File: src/rtl/i2cmts_pkg.sv
package i2cmts_pkg;

  // write buffer depth and the clamp applied to transfer lengths
  localparam int MAX_BYTES = 16;
  localparam int BUF_AW    = $clog2(MAX_BYTES);

  // item function codes
  localparam logic [2:0] FUNC_TICK  = 3'd0;
  localparam logic [2:0] FUNC_READ  = 3'd1;
  localparam logic [2:0] FUNC_WRITE = 3'd2;
  localparam logic [2:0] FUNC_POLL  = 3'd3;
  localparam logic [2:0] FUNC_RESET = 3'd4;
  localparam logic [2:0] FUNC_LOAD  = 3'd5;

  typedef struct packed {
    logic [2:0] func;
    logic [6:0] target_addr;
    logic [7:0] reg_addr;
    logic [4:0] length;
    logic       stop_first;
    logic [7:0] data_byte;
    logic       sda_in;
  } in_item_t;

  typedef struct packed {
    logic       line_oe;
    logic       line_scl;
    logic       line_sda;
    logic       busy_res;
    logic       byte_valid;
    logic [7:0] byte_value;
    logic       last_byte;
    logic       done_res;
    logic       ok;
  } out_item_t;

endpackage

File: src/rtl/i2c_master_transaction_sequencer_top.sv
// path: a beat accepted into the input register is registered as its result in the result
//   register once that register is free or being drained
// throughput: one beat per cycle in both directions unless out_ready stalls; every item
//   is one pass through the quarter-bit sequencer between input and result registers
// reset: rst_n is synchronous, active low; sequencer idle, lines held at oe 0 scl 1 sda 1,
//   write buffer empty, both pipeline registers empty
module i2c_master_transaction_sequencer_top
  import i2cmts_pkg::*;
(
  input  logic      clk,
  input  logic      rst_n,
  input  logic      in_valid,
  output logic      in_ready,
  input  in_item_t  in_data,
  output logic      out_valid,
  input  logic      out_ready,
  output out_item_t out_data
);

  // sequencer steps
  localparam logic [3:0] ST_IDLE     = 4'd0;
  localparam logic [3:0] ST_START1   = 4'd1;
  localparam logic [3:0] ST_TX_AW    = 4'd2;
  localparam logic [3:0] ST_TX_REG   = 4'd3;
  localparam logic [3:0] ST_MID_STOP = 4'd4;
  localparam logic [3:0] ST_START2   = 4'd5;
  localparam logic [3:0] ST_TX_AR    = 4'd6;
  localparam logic [3:0] ST_RX       = 4'd7;
  localparam logic [3:0] ST_TX_DATA  = 4'd8;
  localparam logic [3:0] ST_STOP     = 4'd9;
  localparam logic [3:0] ST_RST_HIGH = 4'd10;
  localparam logic [3:0] ST_RST_CLK  = 4'd11;
  localparam logic [3:0] ST_RST_REL  = 4'd12;
  localparam logic [3:0] ST_RST_STOP = 4'd13;
  localparam logic [3:0] ST_RST_TAIL = 4'd14;

  // line levels as {oe, scl, sda}
  localparam logic [2:0] LN_IDLE = 3'b011;

  localparam logic [4:0] MAX_LEN = 5'(MAX_BYTES);

  // input register and result register
  logic      in_valid_r;
  in_item_t  in_item_r;
  logic      out_valid_r;
  out_item_t out_item_r;
  out_item_t out_item_nxt;
  logic      advance;

  // sequencer state
  logic [3:0] step_r, step_nxt;
  logic [3:0] delay_r, delay_nxt;
  logic [3:0] bit_r, bit_nxt;
  logic [4:0] byte_cnt_r, byte_cnt_nxt;
  logic [7:0] shift_r, shift_nxt;
  logic       poll_ack_r, poll_ack_nxt;
  logic [2:0] line_r, line_nxt;
  logic       ack_r, ack_nxt;
  logic       result_ok_r, result_ok_nxt;
  logic [4:0] fill_r, fill_nxt;

  // latched command
  logic [2:0] kind_r, kind_nxt;
  logic [6:0] slave_r, slave_nxt;
  logic [7:0] reg_r, reg_nxt;
  logic [4:0] len_r, len_nxt;
  logic       stop_r, stop_nxt;

  // write buffer, entries read only below the fill count
  logic [7:0] wbuf_r [MAX_BYTES];
  logic       wbuf_we;

  // pipeline moves when the result register is free or being drained
  assign advance   = in_valid_r && (!out_valid_r || out_ready);
  assign in_ready  = !in_valid_r || advance;
  assign out_valid = out_valid_r;
  assign out_data  = out_item_r;

  always_ff @(posedge clk) begin
    if (!rst_n) begin
      in_valid_r  <= 1'b0;
      out_valid_r <= 1'b0;
    end else begin
      if (in_ready) begin
        in_valid_r <= in_valid;
      end
      if (advance) begin
        out_valid_r <= 1'b1;
      end else if (out_ready) begin
        out_valid_r <= 1'b0;
      end
    end
  end

  always_ff @(posedge clk) begin
    if (in_valid && in_ready) begin
      in_item_r <= in_data;
    end
    if (advance) begin
      out_item_r <= out_item_nxt;
    end
  end

  always_ff @(posedge clk) begin
    if (advance && wbuf_we) begin
      wbuf_r[fill_r[BUF_AW-1:0]] <= in_item_r.data_byte;
    end
  end

  always_ff @(posedge clk) begin
    if (!rst_n) begin
      step_r      <= ST_IDLE;
      delay_r     <= '0;
      bit_r       <= '0;
      byte_cnt_r  <= '0;
      shift_r     <= '0;
      poll_ack_r  <= 1'b0;
      line_r      <= LN_IDLE;
      ack_r       <= 1'b0;
      result_ok_r <= 1'b0;
      fill_r      <= '0;
      kind_r      <= FUNC_TICK;
      slave_r     <= '0;
      reg_r       <= '0;
      len_r       <= '0;
      stop_r      <= 1'b0;
    end else if (advance) begin
      step_r      <= step_nxt;
      delay_r     <= delay_nxt;
      bit_r       <= bit_nxt;
      byte_cnt_r  <= byte_cnt_nxt;
      shift_r     <= shift_nxt;
      poll_ack_r  <= poll_ack_nxt;
      line_r      <= line_nxt;
      ack_r       <= ack_nxt;
      result_ok_r <= result_ok_nxt;
      fill_r      <= fill_nxt;
      kind_r      <= kind_nxt;
      slave_r     <= slave_nxt;
      reg_r       <= reg_nxt;
      len_r       <= len_nxt;
      stop_r      <= stop_nxt;
    end
  end

  // one delay unit of the sequencer per tick beat
  logic       busy;
  logic       is_cmd;
  logic       is_tx;
  logic       hi;
  logic       endp;
  logic       bitphase;
  logic       acked;
  logic       rx_last;
  logic       enter_en;
  logic [3:0] enter_st;
  logic [3:0] delay_inc;
  logic [2:0] ln;
  logic       bvalid;
  logic [7:0] bval;
  logic       blast;
  logic       done;
  logic       okv;
  logic       busy_o;

  always_comb begin
    step_nxt      = step_r;
    delay_nxt     = delay_r;
    bit_nxt       = bit_r;
    byte_cnt_nxt  = byte_cnt_r;
    shift_nxt     = shift_r;
    poll_ack_nxt  = poll_ack_r;
    line_nxt      = line_r;
    ack_nxt       = ack_r;
    result_ok_nxt = result_ok_r;
    fill_nxt      = fill_r;
    kind_nxt      = kind_r;
    slave_nxt     = slave_r;
    reg_nxt       = reg_r;
    len_nxt       = len_r;
    stop_nxt      = stop_r;
    wbuf_we       = 1'b0;

    busy     = step_r != ST_IDLE;
    is_cmd   = in_item_r.func >= FUNC_READ && in_item_r.func <= FUNC_RESET;
    is_tx    = step_r == ST_TX_AW || step_r == ST_TX_REG ||
               step_r == ST_TX_AR || step_r == ST_TX_DATA;
    hi       = delay_r == 4'd1 || delay_r == 4'd2;
    acked    = !ack_r;
    rx_last  = (byte_cnt_r + 5'd1) >= len_r;
    delay_inc = delay_r + 4'd1;
    endp     = 1'b0;
    bitphase = 1'b0;
    enter_en = 1'b0;
    enter_st = ST_IDLE;
    ln       = line_r;
    bvalid   = 1'b0;
    bval     = '0;
    blast    = 1'b0;
    done     = 1'b0;
    okv      = 1'b0;
    busy_o   = busy;

    if (is_cmd && !busy) begin
      // start a transaction or a bus reset
      kind_nxt      = in_item_r.func;
      slave_nxt     = in_item_r.target_addr;
      reg_nxt       = in_item_r.reg_addr;
      len_nxt       = (in_item_r.length > MAX_LEN) ? MAX_LEN : in_item_r.length;
      stop_nxt      = in_item_r.stop_first;
      poll_ack_nxt  = 1'b0;
      result_ok_nxt = 1'b0;
      byte_cnt_nxt  = '0;
      enter_en      = 1'b1;
      enter_st      = (in_item_r.func == FUNC_RESET) ? ST_RST_HIGH : ST_START1;
      busy_o        = 1'b1;
    end else if (in_item_r.func == FUNC_LOAD && !busy) begin
      if (fill_r < MAX_LEN) begin
        wbuf_we  = 1'b1;
        fill_nxt = fill_r + 5'd1;
      end
    end else if (in_item_r.func == FUNC_TICK && busy) begin
      // line levels for this unit
      unique case (step_r)
        ST_START1, ST_START2: begin
          ln   = (delay_r == 4'd0) ? 3'b111 : ((delay_r == 4'd1) ? 3'b110 : 3'b100);
          endp = delay_r >= 4'd2;
        end
        ST_MID_STOP, ST_STOP, ST_RST_STOP: begin
          ln   = (delay_r == 4'd0) ? 3'b100 : ((delay_r == 4'd1) ? 3'b110 : 3'b111);
          endp = delay_r >= 4'd2;
        end
        ST_TX_AW, ST_TX_REG, ST_TX_AR, ST_TX_DATA: begin
          bitphase = 1'b1;
          if (bit_r < 4'd8) begin
            // msb first: bit index 7 - b
            ln = {1'b1, hi, shift_r[~bit_r[2:0]]};
          end else begin
            ln = {1'b0, hi, 1'b0};
            if (delay_r == 4'd2) begin
              ack_nxt = in_item_r.sda_in;
            end
          end
          endp = bit_r >= 4'd8 && delay_r >= 4'd3;
        end
        ST_RX: begin
          bitphase = 1'b1;
          if (bit_r < 4'd8) begin
            ln = {1'b0, hi, 1'b0};
            if (delay_r == 4'd2) begin
              shift_nxt = {shift_r[6:0], in_item_r.sda_in};
            end
          end else begin
            // ack every byte but the last
            ln = {1'b1, hi, rx_last};
          end
          endp = bit_r >= 4'd8 && delay_r >= 4'd3;
        end
        ST_RST_HIGH: begin
          ln   = 3'b111;
          endp = delay_r >= 4'd7;
        end
        ST_RST_CLK: begin
          bitphase = 1'b1;
          ln       = (delay_r >= 4'd2) ? 3'b111 : 3'b101;
          endp     = bit_r >= 4'd8 && delay_r >= 4'd3;
        end
        ST_RST_REL: begin
          ln   = 3'b001;
          endp = 1'b1;
        end
        default: begin
          ln   = LN_IDLE;
          endp = delay_r >= 4'd7;
        end
      endcase

      line_nxt = ln;

      if (!endp) begin
        if (bitphase && delay_inc >= 4'd4) begin
          delay_nxt = '0;
          bit_nxt   = bit_r + 4'd1;
        end else begin
          delay_nxt = delay_inc;
        end
      end else if (is_tx) begin
        enter_en = 1'b1;
        if (kind_r == FUNC_POLL) begin
          // poll passes if either address phase is acked
          poll_ack_nxt = poll_ack_r | acked;
          if (step_r == ST_TX_AW) begin
            enter_st = ST_TX_AR;
          end else begin
            result_ok_nxt = poll_ack_r | acked;
            enter_st      = ST_STOP;
          end
        end else if (!acked) begin
          result_ok_nxt = 1'b0;
          enter_st      = ST_STOP;
        end else begin
          result_ok_nxt = 1'b1;
          unique case (step_r)
            ST_TX_AW: enter_st = ST_TX_REG;
            ST_TX_REG: begin
              if (kind_r == FUNC_READ) begin
                enter_st = stop_r ? ST_MID_STOP : ST_START2;
              end else if (len_r != '0) begin
                byte_cnt_nxt = '0;
                enter_st     = ST_TX_DATA;
              end else begin
                enter_st = ST_STOP;
              end
            end
            ST_TX_AR: begin
              if (len_r != '0) begin
                byte_cnt_nxt = '0;
                enter_st     = ST_RX;
              end else begin
                enter_st = ST_STOP;
              end
            end
            default: begin
              byte_cnt_nxt = byte_cnt_r + 5'd1;
              enter_st     = (byte_cnt_nxt < len_r) ? ST_TX_DATA : ST_STOP;
            end
          endcase
        end
      end else begin
        enter_en = 1'b1;
        unique case (step_r)
          ST_RX: begin
            bvalid       = 1'b1;
            bval         = shift_r;
            blast        = rx_last;
            byte_cnt_nxt = byte_cnt_r + 5'd1;
            if (byte_cnt_nxt < len_r) begin
              enter_st = ST_RX;
            end else begin
              result_ok_nxt = 1'b1;
              enter_st      = ST_STOP;
            end
          end
          ST_START1:   enter_st = ST_TX_AW;
          ST_START2:   enter_st = ST_TX_AR;
          ST_MID_STOP: enter_st = ST_START2;
          ST_RST_HIGH: enter_st = ST_RST_CLK;
          ST_RST_CLK:  enter_st = ST_RST_REL;
          ST_RST_REL:  enter_st = ST_RST_STOP;
          ST_RST_STOP: begin
            line_nxt = LN_IDLE;
            enter_st = ST_RST_TAIL;
          end
          ST_RST_TAIL: begin
            done     = 1'b1;
            okv      = 1'b1;
            enter_st = ST_IDLE;
          end
          default: begin
            // end of the closing stop
            line_nxt = LN_IDLE;
            done     = 1'b1;
            okv      = result_ok_r;
            if (kind_r == FUNC_WRITE) begin
              fill_nxt = '0;
            end
            enter_st = ST_IDLE;
          end
        endcase
      end
    end

    // step entry: clear counters, preload the shifter
    if (enter_en) begin
      step_nxt  = enter_st;
      delay_nxt = '0;
      bit_nxt   = '0;
      unique case (enter_st)
        ST_TX_AW:  shift_nxt = {slave_r, 1'b0};
        ST_TX_AR:  shift_nxt = {slave_r, 1'b1};
        ST_TX_REG: shift_nxt = reg_r;
        ST_TX_DATA: begin
          shift_nxt = (byte_cnt_nxt < fill_r) ? wbuf_r[byte_cnt_nxt[BUF_AW-1:0]] : 8'h00;
        end
        ST_RX:     shift_nxt = '0;
        default:   ;
      endcase
    end

    out_item_nxt.line_oe    = ln[2];
    out_item_nxt.line_scl   = ln[1];
    out_item_nxt.line_sda   = ln[0];
    out_item_nxt.busy_res   = busy_o;
    out_item_nxt.byte_valid = bvalid;
    out_item_nxt.byte_value = bval;
    out_item_nxt.last_byte  = blast;
    out_item_nxt.done_res   = done;
    out_item_nxt.ok         = okv;
  end

endmodule

File: config.mk
export PLATFORM = sky130hd
export DESIGN_NAME = i2c_master_transaction_sequencer_top
export DESIGN_NICKNAME = d
export VERILOG_FILES = /design/src/rtl/i2cmts_pkg.sv /design/src/rtl/i2c_master_transaction_sequencer_top.sv
export SDC_FILE = /design/constraint.sdc
export NUM_CORES = 1
export LEC_CHECK = 0
export BUFFER_PORTS_ARGS = -buffer_cell sky130_fd_sc_hd__buf_2
export CAP_MARGIN = 20
export CORE_MARGIN = 2
export CORE_UTILIZATION = 50
export CTS_BUF_LIST = sky130_fd_sc_hd__clkbuf_8
export DETAILED_ROUTE_END_ITERATION = 10
export HOLD_SLACK_MARGIN = 0.08
export PLACE_DENSITY_LB_ADDON = 0.08
export SYNTH_ARGS = -nofsm -noshare
export SYNTH_HDL_FRONTEND = slang
export SYNTH_SLANG_ARGS = --single-unit
File: constraint.sdc
create_clock -name clk -period 3.6 [get_ports clk]
set_clock_uncertainty 0.2 [all_clocks]
set_input_delay 0.18 -clock clk [delete_from_list [all_inputs] [get_ports clk]]
set_output_delay 0.18 -clock clk [all_outputs]
set_load 0.05 [all_outputs]
==> summary.txt <==
Outcome
  – Failing checks: negative setup slack
  – Status: finished, violations left

Global route
  – Global-route wire length before repair: 46900 um
  – Gr usage total: 0.257
  – Number of global-route vias before repair: 8344
  – Largest net degree at the start of global routing: 39
  – GRT overflow: 0
  – Initial antenna violation count: 0

Drt
  – Met3 Wirelength: 1780 um
  – Top Layer Used: met4
  – Post-DRT Antenna Nets: 0
  – Initial DRC count: 666
  – Metal-1 WL: 13700 um
  – Router iterations before antenna repair: 5
  – Met2 wire len: 13800 um
  – Drt wl/cell: 20.6 um
  – Vias after detailed routing: 8487
  – Via/cell ratio: 5.79
  – Post-route DRC: 0
  – Wirelength, routed: 30200 um

Die
  – Die Height: 153 um
  – Top Ports: 55
  – Die width: 153 um
  – Core Box Area: 0.0218 sq mm
  – Row count: 54
  – Die area: 0.0233 sq mm
  – Starting density of the core: 0.507

Clock network
  – Inserted Clock Buffers: 41
  – Clock latency on the worst-skew pair: 540 ps
  – Clock Sinks: 239
  – Clk root buf: clkbuf_8
  – Clock transition at path regs: 60 ps
  – CTS tree: yes
  – Maximum clock path buffer count: 3
  – Htree depth: 2

Setup path
  – Worst Path Required: 3850 ps
  – WP data arrival: 3860 ps
  – Max incr delay on CP: 520 ps
  – Crit. End Element: register
  – Crit path cell chain: inv_2, ha_4, or4_4, o2bb2ai_4, a211oi_4, buf_4, a21oi_4, buf_6, a21bo_4, nand2_8, clkbuf_16, mux2i_1, mux2_2, a221o_1, o31ai_2
  – Crit start category: register
  – Worst Path Max Fanout: 8
  – CP Class: register to register
  – Reg2reg path depth: 15
  – Slowest cell on the critical path: or4_4

STA
  – Final hold violations: 0
  – Setup violations, final: 1
  – Slew at the pin closest to its max-slew limit: 1100 ps
  – Post-route minimum period: 3610 ps
  – Relative slew slack: 0.262
  – RSZ-0062 raised after global routing: true
  – Fmax achieved: 277 MHz
  – Worst Setup Slack, final: -7.72 ps
  – Final Slew Violations: 0
  – Period Utilization, post-route: 1.00

Power and ir drop
  – Power Dens Cells: 442 mW/mm^2
  – P_sw: 1.53 mW
  – Worst vdd ir: 0.358 mV
  – Lkg Pwr: 5.13 nW
  – Switching share of total power: 0.249
  – P_int: 4.60 mW
  – Comb pwr share: 0.109
  – Sequential power share: 0.500
  – Clock Power Share: 0.391

Logic synthesis
  – Top_reg_cell synth: edfxtp_1
  – Post-synth ARST share: 0
  – EDFF count, synth: 177
  – Register area share after synthesis: 0.594
  – Warnings from Yosys: 0
  – Syn Area/Cell: 11.6 sq um
  – Syn Nets: 1005
  – Mapped Cells: 949
  – #FFs+latches synth: 239
  – Cell area after synthesis: 0.0110 sq mm
  – Synth cell types: 81

Placed design
  – Post-Place Cell Area: 0.0123 sq mm
  – Placed Cells: 1347
  – Routability cong.: 0.936
  – Post-DP HPWL: 21000 um
  – I/O Buffers: 54

Finish
  – Commonest non-fill, non-tap cells in the layout: 177 x edfxtp_1, 141 x nand2_1, 112 x buf_4
  – Area Growth Syn to Fin: 25.6%
  – Net total in the final layout: 1215
  – # diodes: 0
  – Most common cell after layout, fill and taps aside: edfxtp_1
  – Final Cell Area: 0.0139 sq mm
  – Layout cells sized above 1: 0.270
  – Non-Filler Instances: 1467

Min path
  – Worst hold stages: 2
  – Hold WC Path Type: primary input to register

Job
  – Maxcap violations: 0
==> cell families after synthesis <==
group / after synthesis / synth area share
AND/OR/NAND/NOR: 336 / 0.145
flip-flops: 239 / 0.594
AO/OA/AOI/OAI: 225 / 0.150
buffers and inverters: 74 / 0.0295
multiplexers: 45 / 0.0515
adder cells (fa/ha/maj): 19 / 0.0215
XOR/XNOR: 11 / 0.00873
==> power by group through the flow <==
stage / clock (mW) / combinational, mW / sequential (mW)
finish: 2.39 / 0.669 / 3.06
global route: 2.55 / 0.718 / 3.07
CTS: 2.44 / 0.623 / 3.06
detailed placement: 0 / 0.585 / 3.12
global placement: 0 / 0.583 / 3.12
floorplan: 0 / 0.333 / 3.13
==> path summary, 6_finish.rpt <==
path	start	to	slack [ps]
worst max register to register	delay_r[0]$_SDFFE_PN0P_	shift_r[1]$_SDFFE_PN0P_	-8
worst max-delay path	delay_r[0]$_SDFFE_PN0P_	shift_r[1]$_SDFFE_PN0P_	-8
worst min register to register	result_ok_r$_SDFFE_PN0P_	result_ok_r$_SDFFE_PN0P_	260
worst min-delay path	in_data[24]	in_item_r[24]$_DFFE_PP_	150
==> metal layers <==
layer	up-vias	track usage
met2	298	0.401
met3	75	0.0367
met1	4131	0.370
met5	-	0
li1	3983	-
met4	0	0.0899
==> sequential cells by signal (all words and copies together) (netlist names), 5 cells and up <==
signal	flops
reg_r	8
shift_r	8
in_item_r	33
wbuf_r	128
slave_r	7
len_r	5
fill_r	5
byte_cnt_r	5
out_data	16
==> cell usage after synthesis (all sizes together) (6+ instances only) <==
cell	n	area, sq um
edfxtp	177	5320
nand2	142	541
nor2	66	250
dfxtp	62	1240
a21oi	38	198
clkbuf	33	124
o21ai	33	165
a21boi	29	218
inv	26	97.6
mux2i	23	230
nand3	23	115
ha	19	238
nor2b	19	119
nor3	19	100
and3	15	93.8
buf	15	104
mux2	14	158
a221o	12	120
o31ai	10	75.1
a211oi	9	80.1
a221oi	9	78.8
a31oi	9	56.3
a22oi	8	60.1
mux4	8	180
nand2b	8	50.1
nand3b	7	52.6
o21a	7	52.6
a2bb2oi	6	52.6
a311oi	6	52.6
nor4	6	37.5
xor2	6	52.6
==> per-stage QoR <==
stage / worst slack (ps) / hold WS, ps / util / setup TNS [ps] / total power [mW]
floorplan: 0.911 / 78.9 / - / 0 / 3.46
global placement: -72.9 / 156 / 0.565 / -102 / 3.70
detailed placement: -70.6 / 158 / 0.565 / -240 / 3.70
CTS: 7.50 / 114 / 0.620 / 0 / 6.12
global route: -80.6 / 133 / 0.637 / -284 / 6.34
finish: -7.72 / 149 / 0.637 / -7.72 / 6.13
==> critical path: cells and delay by family, from the launching register on <==
family	cells	cell delay, ps
flops	1	330
buf+inv	4	510
fa+ha+maj	1	160
compound gates	6	1350
mux	2	330
simple gates	2	630
==> final cells by class <==
| cell class | count | area (sq um) |
|---|---|---|
| Sequential cell | 239 | 6560 |
| Clock buffer | 42 | 578 |
| Fill cell | 1789 | 7890 |
| Clock inverter | 29 | 205 |
| Inverter | 26 | 100 |
| Tap cell | 280 | 350 |
| Timing Repair Buffer | 215 | 1650 |
| Multi-Input combinational cell | 636 | 4420 |
==> what timing repair did <==
| action | in CTS | in global routing |
|---|---|---|
| pin swaps | 1 | 31 |
| cloned | 0 | 1 |
| resized for setup | 7 | 63 |
| setup buffers | 2 | 11 |
| setup endpoints to repair | 8 | 8 |
| endpoints found under the hold margin | 52 | 0 |
| hold buffers | 37 | 0 |
Power figures use the tool's default switching activity.
